### config.mk
export PLATFORM = sky130hd
export DESIGN_NAME = binomial_probability_eval_top
export DESIGN_NICKNAME = d
export VERILOG_FILES = /design/src/rtl/bpe_pkg.sv /design/src/rtl/bpe_muldiv.sv /design/src/rtl/binomial_probability_eval_top.sv
export SDC_FILE = /design/constraint.sdc
export NUM_CORES = 2
export LEC_CHECK = 0
export ABC_AREA = 0
export BUFFER_PORTS_ARGS = -buffer_cell sky130_fd_sc_hd__buf_2
export CORE_MARGIN = 10
export CORE_UTILIZATION = 60
export DETAILED_ROUTE_END_ITERATION = 8
export MAX_ROUTING_LAYER = met4
export PLACE_DENSITY = 0.76
export SLEW_MARGIN = 20
export SYNTH_ARGS = -nofsm -noshare
export SYNTH_HDL_FRONTEND = slang
export SYNTH_HIERARCHICAL = 1
export SYNTH_SLANG_ARGS = --single-unit
### constraint.sdc
create_clock -name clk -period 17.5 [get_ports clk]
set_input_delay 4.375 -clock clk [delete_from_list [all_inputs] [get_ports clk]]
set_output_delay 4.375 -clock clk [all_outputs]
set_load 0.05 [all_outputs]
### src/rtl/bpe_pkg.sv
// Types and constants of the binomial probability evaluator.
// Used by the top level, the serial multiply-divide unit and the checker.
package bpe_pkg;

  localparam int unsigned CNT_W = 8;

  localparam logic [1:0] FN_EXACT = 2'd0;
  localparam logic [1:0] FN_LT    = 2'd1;
  localparam logic [1:0] FN_LE    = 2'd2;

  localparam logic [6:0] PCT_MAX  = 7'd100;
  localparam logic [9:0] PM_MAX   = 10'd999;
  localparam logic [9:0] PM_SCALE = 10'd1000;

  typedef struct packed {
    logic [1:0] func;
    logic [6:0] trials;
    logic [6:0] successes;
    logic [6:0] prob_percent;
  } bpe_in_t;

  typedef struct packed {
    logic [9:0] permille;
    logic [6:0] percent_whole;
    logic [3:0] tenth_digit;
    logic       clamped;
  } bpe_out_t;

  typedef enum logic [0:0] {
    OP_MUL,
    OP_DIV
  } bpe_op_t;

  typedef enum logic [1:0] {
    MD_IDLE,
    MD_MUL,
    MD_DIV
  } bpe_md_state_t;

  typedef enum logic [3:0] {
    ST_IDLE,
    ST_PGEN,
    ST_PWAIT,
    ST_TINIT,
    ST_TSTEP,
    ST_TWAIT,
    ST_ACC,
    ST_SCALE,
    ST_SWAIT,
    ST_DONE
  } bpe_state_t;

endpackage

### src/rtl/bpe_muldiv.sv
// Bit-serial multiply unit with an optional restoring divide by a 7-bit divisor.
// OP_MUL gives floor(a*b / 2^FRAC_BITS), OP_DIV gives floor(a*b / den). Uses bpe_pkg.
module bpe_muldiv import bpe_pkg::*; #(
  parameter int unsigned FRAC_BITS = 48
) (
  input  logic                 clk,
  input  logic                 rst_n,
  input  logic                 start,
  input  bpe_op_t              op,
  input  logic [FRAC_BITS+1:0] a,
  input  logic [FRAC_BITS:0]   b,
  input  logic [6:0]           den,
  output logic                 done,
  output logic [FRAC_BITS+1:0] y
);

  localparam int unsigned SW = FRAC_BITS + 2;
  localparam int unsigned BW = FRAC_BITS + 1;
  localparam int unsigned PW = SW + BW;
  localparam int unsigned CW = $clog2(PW + 1);

  bpe_md_state_t st_r, st_nxt;
  bpe_op_t       op_r;
  logic [PW-1:0] acc_r, ash_r;
  logic [BW-1:0] b_r;
  logic [6:0]    den_r, rem_r;
  logic [CW-1:0] cnt_r;
  logic          done_r;
  logic [SW-1:0] y_r;

  logic [PW-1:0] acc_sum;
  logic [7:0]    rem_sh;
  logic          ge;
  logic [7:0]    rem_diff;
  logic          mul_last, div_last;

  assign acc_sum  = b_r[0] ? (acc_r + ash_r) : acc_r;
  assign rem_sh   = {rem_r, acc_r[PW-1]};
  assign ge       = rem_sh >= {1'b0, den_r};
  assign rem_diff = ge ? (rem_sh - {1'b0, den_r}) : rem_sh;
  assign mul_last = cnt_r == CW'(BW - 1);
  assign div_last = cnt_r == CW'(PW - 1);

  always_comb begin
    st_nxt = st_r;
    unique case (st_r)
      MD_IDLE: if (start) st_nxt = MD_MUL;
      MD_MUL: begin
        if (mul_last) st_nxt = (op_r == OP_DIV) ? MD_DIV : MD_IDLE;
      end
      MD_DIV: if (div_last) st_nxt = MD_IDLE;
      default: st_nxt = MD_IDLE;
    endcase
  end

  always_ff @(posedge clk) begin
    if (!rst_n) begin
      st_r   <= MD_IDLE;
      done_r <= 1'b0;
    end else begin
      st_r   <= st_nxt;
      done_r <= 1'b0;
      unique case (st_r)
        MD_IDLE: begin
          if (start) begin
            acc_r <= '0;
            ash_r <= {{BW{1'b0}}, a};
            b_r   <= b;
            den_r <= den;
            op_r  <= op;
            cnt_r <= '0;
          end
        end
        MD_MUL: begin
          ash_r <= ash_r << 1;
          b_r   <= b_r >> 1;
          if (mul_last) begin
            cnt_r <= '0;
            rem_r <= '0;
            if (op_r == OP_DIV) begin
              acc_r <= acc_sum;
            end else begin
              y_r    <= SW'(acc_sum >> FRAC_BITS);
              done_r <= 1'b1;
            end
          end else begin
            acc_r <= acc_sum;
            cnt_r <= cnt_r + 1'b1;
          end
        end
        MD_DIV: begin
          // The quotient bits shift in at the bottom while the product leaves at the top.
          acc_r <= {acc_r[PW-2:0], ge};
          rem_r <= rem_diff[6:0];
          cnt_r <= cnt_r + 1'b1;
          if (div_last) begin
            y_r    <= SW'({acc_r[PW-2:0], ge});
            done_r <= 1'b1;
          end
        end
        default: ;
      endcase
    end
  end

  assign done = done_r;
  assign y    = y_r;

endmodule

### src/rtl/binomial_probability_eval_top.sv
// Binomial probability evaluator: P(X=k), P(X<k) or P(X<=k) in fixed point.
// One request at a time. Down steps and up steps all run on the one bit-serial
// multiply-divide unit; a term costs n down steps plus up to n/2 up steps, a sum up to
// n+1 terms, plus the computation of p and the permille scaling.
// The result waits in an output register, so the next request can start meanwhile.
// Reset (synchronous, active low) returns the controller to idle and drops out_valid.
module binomial_probability_eval_top import bpe_pkg::*; #(
  parameter int unsigned MAX_TRIALS = 127,
  parameter int unsigned FRAC_BITS  = 48
) (
  input  logic     clk,
  input  logic     rst_n,
  input  logic     in_valid,
  output logic     in_stall,
  input  bpe_in_t  in_data,
  output logic     out_valid,
  input  logic     out_stall,
  output bpe_out_t out_data
);

  localparam int unsigned SW = FRAC_BITS + 2;
  localparam int unsigned BW = FRAC_BITS + 1;
  localparam logic [SW-1:0] ONE_S = SW'(1) << FRAC_BITS;
  localparam logic [BW-1:0] ONE_B = BW'(1) << FRAC_BITS;
  localparam logic [SW-1:0] BIG_S = ONE_S >> 8;
  localparam logic [SW-1:0] LIMIT = SW'(((72'd1 << FRAC_BITS) * 72'd999) / 72'd1000);

  bpe_state_t state_r, state_nxt;

  logic [CNT_W-1:0] n_r, i_r, top_r, dp_r, dq_r, m_r, j_r;
  logic [6:0]       pct_r;
  logic             empty_r;
  logic [BW-1:0]    p_r, q_r;
  logic [SW-1:0]    v_r, sum_r;
  logic [9:0]       pm_r;
  logic             clamp_r;
  logic             out_valid_r;
  bpe_out_t         out_r;

  logic          md_start, md_done;
  bpe_op_t       md_op;
  logic [SW-1:0] md_a, md_y;
  logic [BW-1:0] md_b;
  logic [6:0]    md_den;

  logic             accept;
  logic [CNT_W-1:0] n_sat, k_ext, k_dec, n_minus_i;
  logic             down_left, up_left, take_down, over;
  logic [17:0]      div10;
  logic [6:0]       pm_q;
  logic [9:0]       pm_rem;

  assign accept    = in_valid && (state_r == ST_IDLE);
  assign k_ext     = {1'b0, in_data.successes};
  assign k_dec     = k_ext - 1'b1;
  assign n_sat     = ({1'b0, in_data.trials} > CNT_W'(MAX_TRIALS)) ?
                     CNT_W'(MAX_TRIALS) : {1'b0, in_data.trials};
  assign n_minus_i = n_r - i_r;
  assign down_left = (dp_r != '0) || (dq_r != '0);
  assign up_left   = j_r <= m_r;
  assign take_down = down_left && (!up_left || (v_r >= BIG_S));
  assign over      = sum_r > LIMIT;

  // Division by ten of a value below 1024 by a reciprocal multiply.
  assign div10  = {8'd0, pm_r} * 18'd205;
  assign pm_q   = div10[17:11];
  assign pm_rem = pm_r - 10'({3'd0, pm_q} * 10'd10);

  bpe_muldiv #(.FRAC_BITS(FRAC_BITS)) u_md (
    .clk   (clk),
    .rst_n (rst_n),
    .start (md_start),
    .op    (md_op),
    .a     (md_a),
    .b     (md_b),
    .den   (md_den),
    .done  (md_done),
    .y     (md_y)
  );

  always_comb begin
    state_nxt = state_r;
    unique case (state_r)
      ST_IDLE:  if (in_valid) state_nxt = ST_PGEN;
      ST_PGEN:  state_nxt = ST_PWAIT;
      ST_PWAIT: if (md_done) state_nxt = empty_r ? ST_SCALE : ST_TINIT;
      ST_TINIT: state_nxt = ST_TSTEP;
      ST_TSTEP: state_nxt = (down_left || up_left) ? ST_TWAIT : ST_ACC;
      ST_TWAIT: if (md_done) state_nxt = ST_TSTEP;
      ST_ACC:   state_nxt = (i_r == top_r) ? ST_SCALE : ST_TINIT;
      ST_SCALE: state_nxt = over ? ST_DONE : ST_SWAIT;
      ST_SWAIT: if (md_done) state_nxt = ST_DONE;
      ST_DONE:  if (!out_valid_r || !out_stall) state_nxt = ST_IDLE;
      default:  state_nxt = ST_IDLE;
    endcase
  end

  always_comb begin
    md_start = 1'b0;
    md_op    = OP_MUL;
    md_a     = v_r;
    md_b     = p_r;
    md_den   = j_r[6:0];
    unique case (state_r)
      ST_PGEN: begin
        md_start = 1'b1;
        md_op    = OP_DIV;
        md_a     = ONE_S;
        md_b     = BW'(pct_r);
        md_den   = PCT_MAX;
      end
      ST_TSTEP: begin
        if (take_down) begin
          md_start = 1'b1;
          md_b     = (dp_r != '0) ? p_r : q_r;
        end else if (up_left) begin
          md_start = 1'b1;
          md_op    = OP_DIV;
          md_b     = BW'(n_r - m_r + j_r);
        end
      end
      ST_SCALE: begin
        md_start = !over;
        md_a     = sum_r;
        md_b     = BW'(PM_SCALE);
      end
      default: ;
    endcase
  end

  always_ff @(posedge clk) begin
    if (!rst_n) begin
      state_r     <= ST_IDLE;
      out_valid_r <= 1'b0;
    end else begin
      state_r <= state_nxt;
      if (state_r == ST_DONE && (!out_valid_r || !out_stall)) begin
        out_valid_r <= 1'b1;
      end else if (out_valid_r && !out_stall) begin
        out_valid_r <= 1'b0;
      end
      unique case (state_r)
        ST_IDLE: begin
          if (accept) begin
            n_r   <= n_sat;
            pct_r <= (in_data.prob_percent > PCT_MAX) ? PCT_MAX : in_data.prob_percent;
            unique case (in_data.func)
              FN_EXACT: begin
                i_r     <= k_ext;
                top_r   <= k_ext;
                empty_r <= k_ext > n_sat;
              end
              FN_LT: begin
                i_r     <= '0;
                top_r   <= (k_dec < n_sat) ? k_dec : n_sat;
                empty_r <= k_ext == '0;
              end
              FN_LE: begin
                i_r     <= '0;
                top_r   <= (k_ext < n_sat) ? k_ext : n_sat;
                empty_r <= 1'b0;
              end
              default: begin
                i_r     <= '0;
                top_r   <= '0;
                empty_r <= 1'b1;
              end
            endcase
          end
        end
        ST_PWAIT: begin
          if (md_done) begin
            p_r   <= md_y[BW-1:0];
            q_r   <= ONE_B - md_y[BW-1:0];
            sum_r <= '0;
          end
        end
        ST_TINIT: begin
          dp_r <= i_r;
          dq_r <= n_minus_i;
          m_r  <= (i_r < n_minus_i) ? i_r : n_minus_i;
          j_r  <= CNT_W'(1);
          v_r  <= ONE_S;
        end
        ST_TSTEP: begin
          if (take_down) begin
            if (dp_r != '0) dp_r <= dp_r - 1'b1;
            else            dq_r <= dq_r - 1'b1;
          end else if (up_left) begin
            j_r <= j_r + 1'b1;
          end
        end
        ST_TWAIT: if (md_done) v_r <= md_y;
        ST_ACC: begin
          sum_r <= sum_r + v_r;
          if (i_r != top_r) i_r <= i_r + 1'b1;
        end
        ST_SCALE: begin
          clamp_r <= over;
          if (over) pm_r <= PM_MAX;
        end
        ST_SWAIT: begin
          if (md_done) pm_r <= (md_y > SW'(PM_MAX)) ? PM_MAX : md_y[9:0];
        end
        ST_DONE: begin
          if (!out_valid_r || !out_stall) begin
            out_r.permille      <= pm_r;
            out_r.percent_whole <= pm_q;
            out_r.tenth_digit   <= pm_rem[3:0];
            out_r.clamped       <= clamp_r;
          end
        end
        default: ;
      endcase
    end
  end

  assign in_stall  = state_r != ST_IDLE;
  assign out_valid = out_valid_r;
  assign out_data  = out_r;

endmodule

==> key figures <==
Synth
  • Synthesis Warnings: 6
  • Post-Syn Area per Cell: 10.4 um2
  • Synth Cell Area: 40,200 um2
  • Mapped Nets: roughly 4,200
  • Synth Area in Simple Gates: 0.139
  • Synth Instances: a little under 4,000
  • Post-synthesis compound-gate area fraction: 0.172
  • Post-synthesis adder-cell area fraction: 0.0955
  • Post-synth EDFFs: 611
  • Ys flop type: edfxtp_1
  • Post-Synth XOR/XNOR Area: 0.0530
  • Post-synthesis mux area share: 0.0425
  • Largest family of logic cells by synthesized area: compound AO/OA/AOI/OAI gates
  • Post-synthesis sequential area ratio: 0.461
  • Ys async rst share: 0
  • Yosys cell types: between 100 and 150
  • Flops & latches, synth: just over 600

Final layout
  • Most common cell after layout, fill and taps aside: edfxtp_1
  • Commonest non-fill, non-tap cells in the layout: edfxtp_1 (611), a21oi_1 (327), nor2_1 (313)
  • Final nets: 4,138
  • Area grow syn2layout: 8.07%
  • Final non-filler cell area: around 43,000 um2
  • Share of cells above drive strength 1: 0.103

GRT
  • Vias in the first global route: between 20,000 and 30,000
  • Remaining Overflow, GRT: 0
  • Gr usage total: 0.292
  • Largest net degree at the start of global routing: 93
  • Initial antenna violation count: 1
  • First-pass GRT wire length: roughly 170,000 um

Drt
  • Post-route ant nets: 0
  • DRC viols: 0
  • DR iter-0 viols: roughly 3,200
  • Wl on met1: between 40,000 and 50,000 um
  • Final WL: 113,000 um
  • Total number of vias: between 30,000 and 40,000
  • WL per Instance: 23.9 um
  • Met3 WL: between 8000 and 9000 um
  • Drt pass-1 iters: 7
  • Met2 routed WL: between 50,000 and 60,000 um
  • Top Metal Used: met4
  • Via density: around 6.5

Timing
  • Final hold violation count: 0
  • RSZ-0062 raised after global routing: no
  • Period minus WS final: 6800 ps
  • Worst-Margin Slew: ~1200 ps
  • Period utilisation layout: 0.388
  • Final setup vio count: 0
  • Max_slew headroom: 0.215
  • Slew Limit Fails: 0
  • Worst setup margin: around 11,000 ps
  • Fmax: 147 MHz
  • Setup Skew: approximately 27 ps
  • Setup_tns: 0 ps

Floorplanning
  • Rows: 94
  • Initial core utilization: 0.608
  • Core box area: between 60,000 and 70,000 um2
  • DIE HEIGHT: about 280 um
  • Io pins: 51
  • Chip Width: 279 um
  • Area of the die: about 78,000 um2

Clocking
  • CTS tree: done
  • Clock-pin slew on the worst setup and hold paths: roughly 70 ps
  • Hold-fix buffers, CTS: 0
  • Post-CTS Resized: 0
  • Root Driver: clkbuf_16
  • Bufs on Longest Clock Path: 3
  • TritonCTS Buffers: 70
  • Htree depth: 3
  • Clock latency on the worst-skew pair: between 600 and 700 ps
  • Clock sink total: slightly above 600
  • Setup Buffers After CTS: 0

Setup path
  • Worst reg-to-reg setup slack: approximately 12,000 ps
  • Reg2Reg Depth: 14
  • WP data required: 17,950 ps
  • CP Launch Type: input port
  • Crit path DAT: 7250 ps
  • Reg-to-reg endpoint: u_md/acc_r[6]
  • Crit path capture type: flop
  • Critical path peak fanout: 8
  • Setup CP Type: in -> reg
  • Reg2reg start: sum_r[9]

Power and ir drop
  • Overall power: 6.40 mW
  • Cell internal pwr: about 3.9 mW
  • Maximum VDD drop: ~110 uV
  • Switching pwr: between 2 and 3 mW
  • Leakage power: 16.4 nW
  • Power density cells: approximately 150 nW/um2
  • Sequential power share: 0.346
  • Net Sw Frac: 0.394
  • Logic pwr share: 0.415
  • Clk pwr share: 0.239

Job
  • Max Cap Viol: 0

Hold path
  • Min-Delay Path Class: reg -> reg
  • Worst Hold Path Cells: 0
  • Hold EP: out_data[0]
  • Min-delay src: clamp_r

Placed design
  • Pre-CTS setup slack: about 10,000 ps
  • IO Port Bufs: 50
  • DP Area: 41,000 um2
  • Detailed Place HPWL: about 84,000 um
  • Routability cong.: 1.02

Run status
  • Status: finished clean
==> critical path: stages <==
cell and delay (ps):
buf_2 150, inv_1 90, ha_1 290, inv_1 80, ha_1 220, nor2b_1 130, o21a_1 170, o21a_1 170
o21a_1 170, o21a_1 170, o21ai_0 190, nand3b_1 430, a2111o_1 540, o221ai_1 80
==> power groups by stage <==
| stage | clock, mW | sequential, mW | combinational [mW] |
|---|---|---|---|
| 3_3_place_gp | 0 | 2.24 | 2.57 |
| 6_report | 1.53 | 2.22 | 2.66 |
| 5_1_grt | 1.60 | 2.23 | 2.88 |
| 2_1_floorplan | 0 | 2.17 | 1.96 |
| 3_5_place_dp | 0 | 2.24 | 2.59 |
| 4_1_cts | 1.55 | 2.21 | 2.61 |
==> worst max-delay path by stage <==
stage,start,to,slack (ps),cells past startpoint
after global placement,in_data[7],top_r[0],10070,14
after detailed placement,in_data[7],top_r[0],10090,14
after floorplan,rst_n,sum_r[0],2270,3
after global routing,in_data[7],top_r[0],10550,14
final,in_data[7],top_r[0],10700,14
after CTS,in_data[7],top_r[0],10730,14
==> flip-flops by register name, summed over array words and instances, names as in the netlist, 8 cells and up <==
| register | flops |
|---|---|
| dp_r | 8 |
| dq_r | 8 |
| i_r | 8 |
| j_r | 8 |
| m_r | 8 |
| out_data | 21 |
| p_r | 49 |
| pm_r | 10 |
| q_r | 48 |
| sum_r | 50 |
| top_r | 8 |
| u_md/acc_r | 99 |
| u_md/ash_r | 99 |
| u_md/b_r | 49 |
| u_md/y | 50 |
| v_r | 50 |
==> cell usage after synthesis (8+ instances only) <==
library cell	instances	share of area
o31ai_1	12	0.0022
o21ai_1	8	0.0010
edfxtp_1	611	0.46
nand3_1	64	0.0080
a21o_1	88	0.016
a221oi_1	9	0.0020
nor4_1	24	0.0037
or2_2	9	0.0014
o21a_1	37	0.0069
a222oi_1	8	0.0020
mux2i_1	43	0.011
a22oi_1	81	0.015
nor3_1	68	0.0085
nor3b_1	12	0.0022
a21boi_0	11	0.0021
o21ai_0	205	0.026
fa_1	24	0.012
inv_1	179	0.017
a211oi_1	17	0.0032
clkbuf_1	142	0.013
a21oi_1	328	0.041
o22ai_1	12	0.0019
nand2b_1	29	0.0045
a31oi_1	22	0.0034
dfxtp_1	8	0.0040
a221o_1	20	0.0050
nor2_1	321	0.030
mux2_2	112	0.031
buf_6	10	0.0028
ha_1	268	0.084
o211ai_1	12	0.0022
nand2_1	266	0.025
and3_1	66	0.010
a22o_1	56	0.012
xnor2_1	138	0.030
nor2b_1	39	0.0061
or3_1	20	0.0031
xor2_1	105	0.023
buf_2	18	0.0022
o21bai_1	39	0.0073
or4_1	10	0.0019
nand3b_1	10	0.0019
and2_1	67	0.010
nand4_1	65	0.010
a2bb2oi_1	8	0.0017
==> logic make-up (layout without fill, tap and decap cells) <==
logic type,count (synthesis),count (layout)
and+or+nand+nor,1120,1120
adders and majority gates,292,292
AOI/OAI and AO/OA,1051,1051
buffers and inverters,367,392
xor gates and xnor gates,243,243
DFF,619,619
other,1,3
muxes,156,156
==> stage by stage <==
stage,hold slack [ps],util,std cells
6_report,449,0.657,4740
3_5_place_dp,427,0.620,4611
3_3_place_gp,432,0.620,4611
4_1_cts,450,0.656,4738
5_1_grt,452,0.657,4739
2_1_floorplan,400,-,3849
==> layout make-up <==
cell class / count / area [um2]
Antenna cell: 2 / 5.00
Clock buffer: 77 / 1780
Clock inverter: 50 / 587
Fill cell: 5217 / 22700
Inverter: 180 / 676
Multi-Input combinational cell: 2863 / 20200
Sequential cell: 619 / 18500
Tap cell: 864 / 1080
Timing Repair Buffer: 85 / 517
==> per-layer routing <==
layer  track usage  vias to the layer above
met5             -                        -
met4         0.113                        0
met3        0.0402                      226
met2         0.473                     1282
met1         0.369                    15007
li1              -                    14339
(Power assumes the default switching activity.)
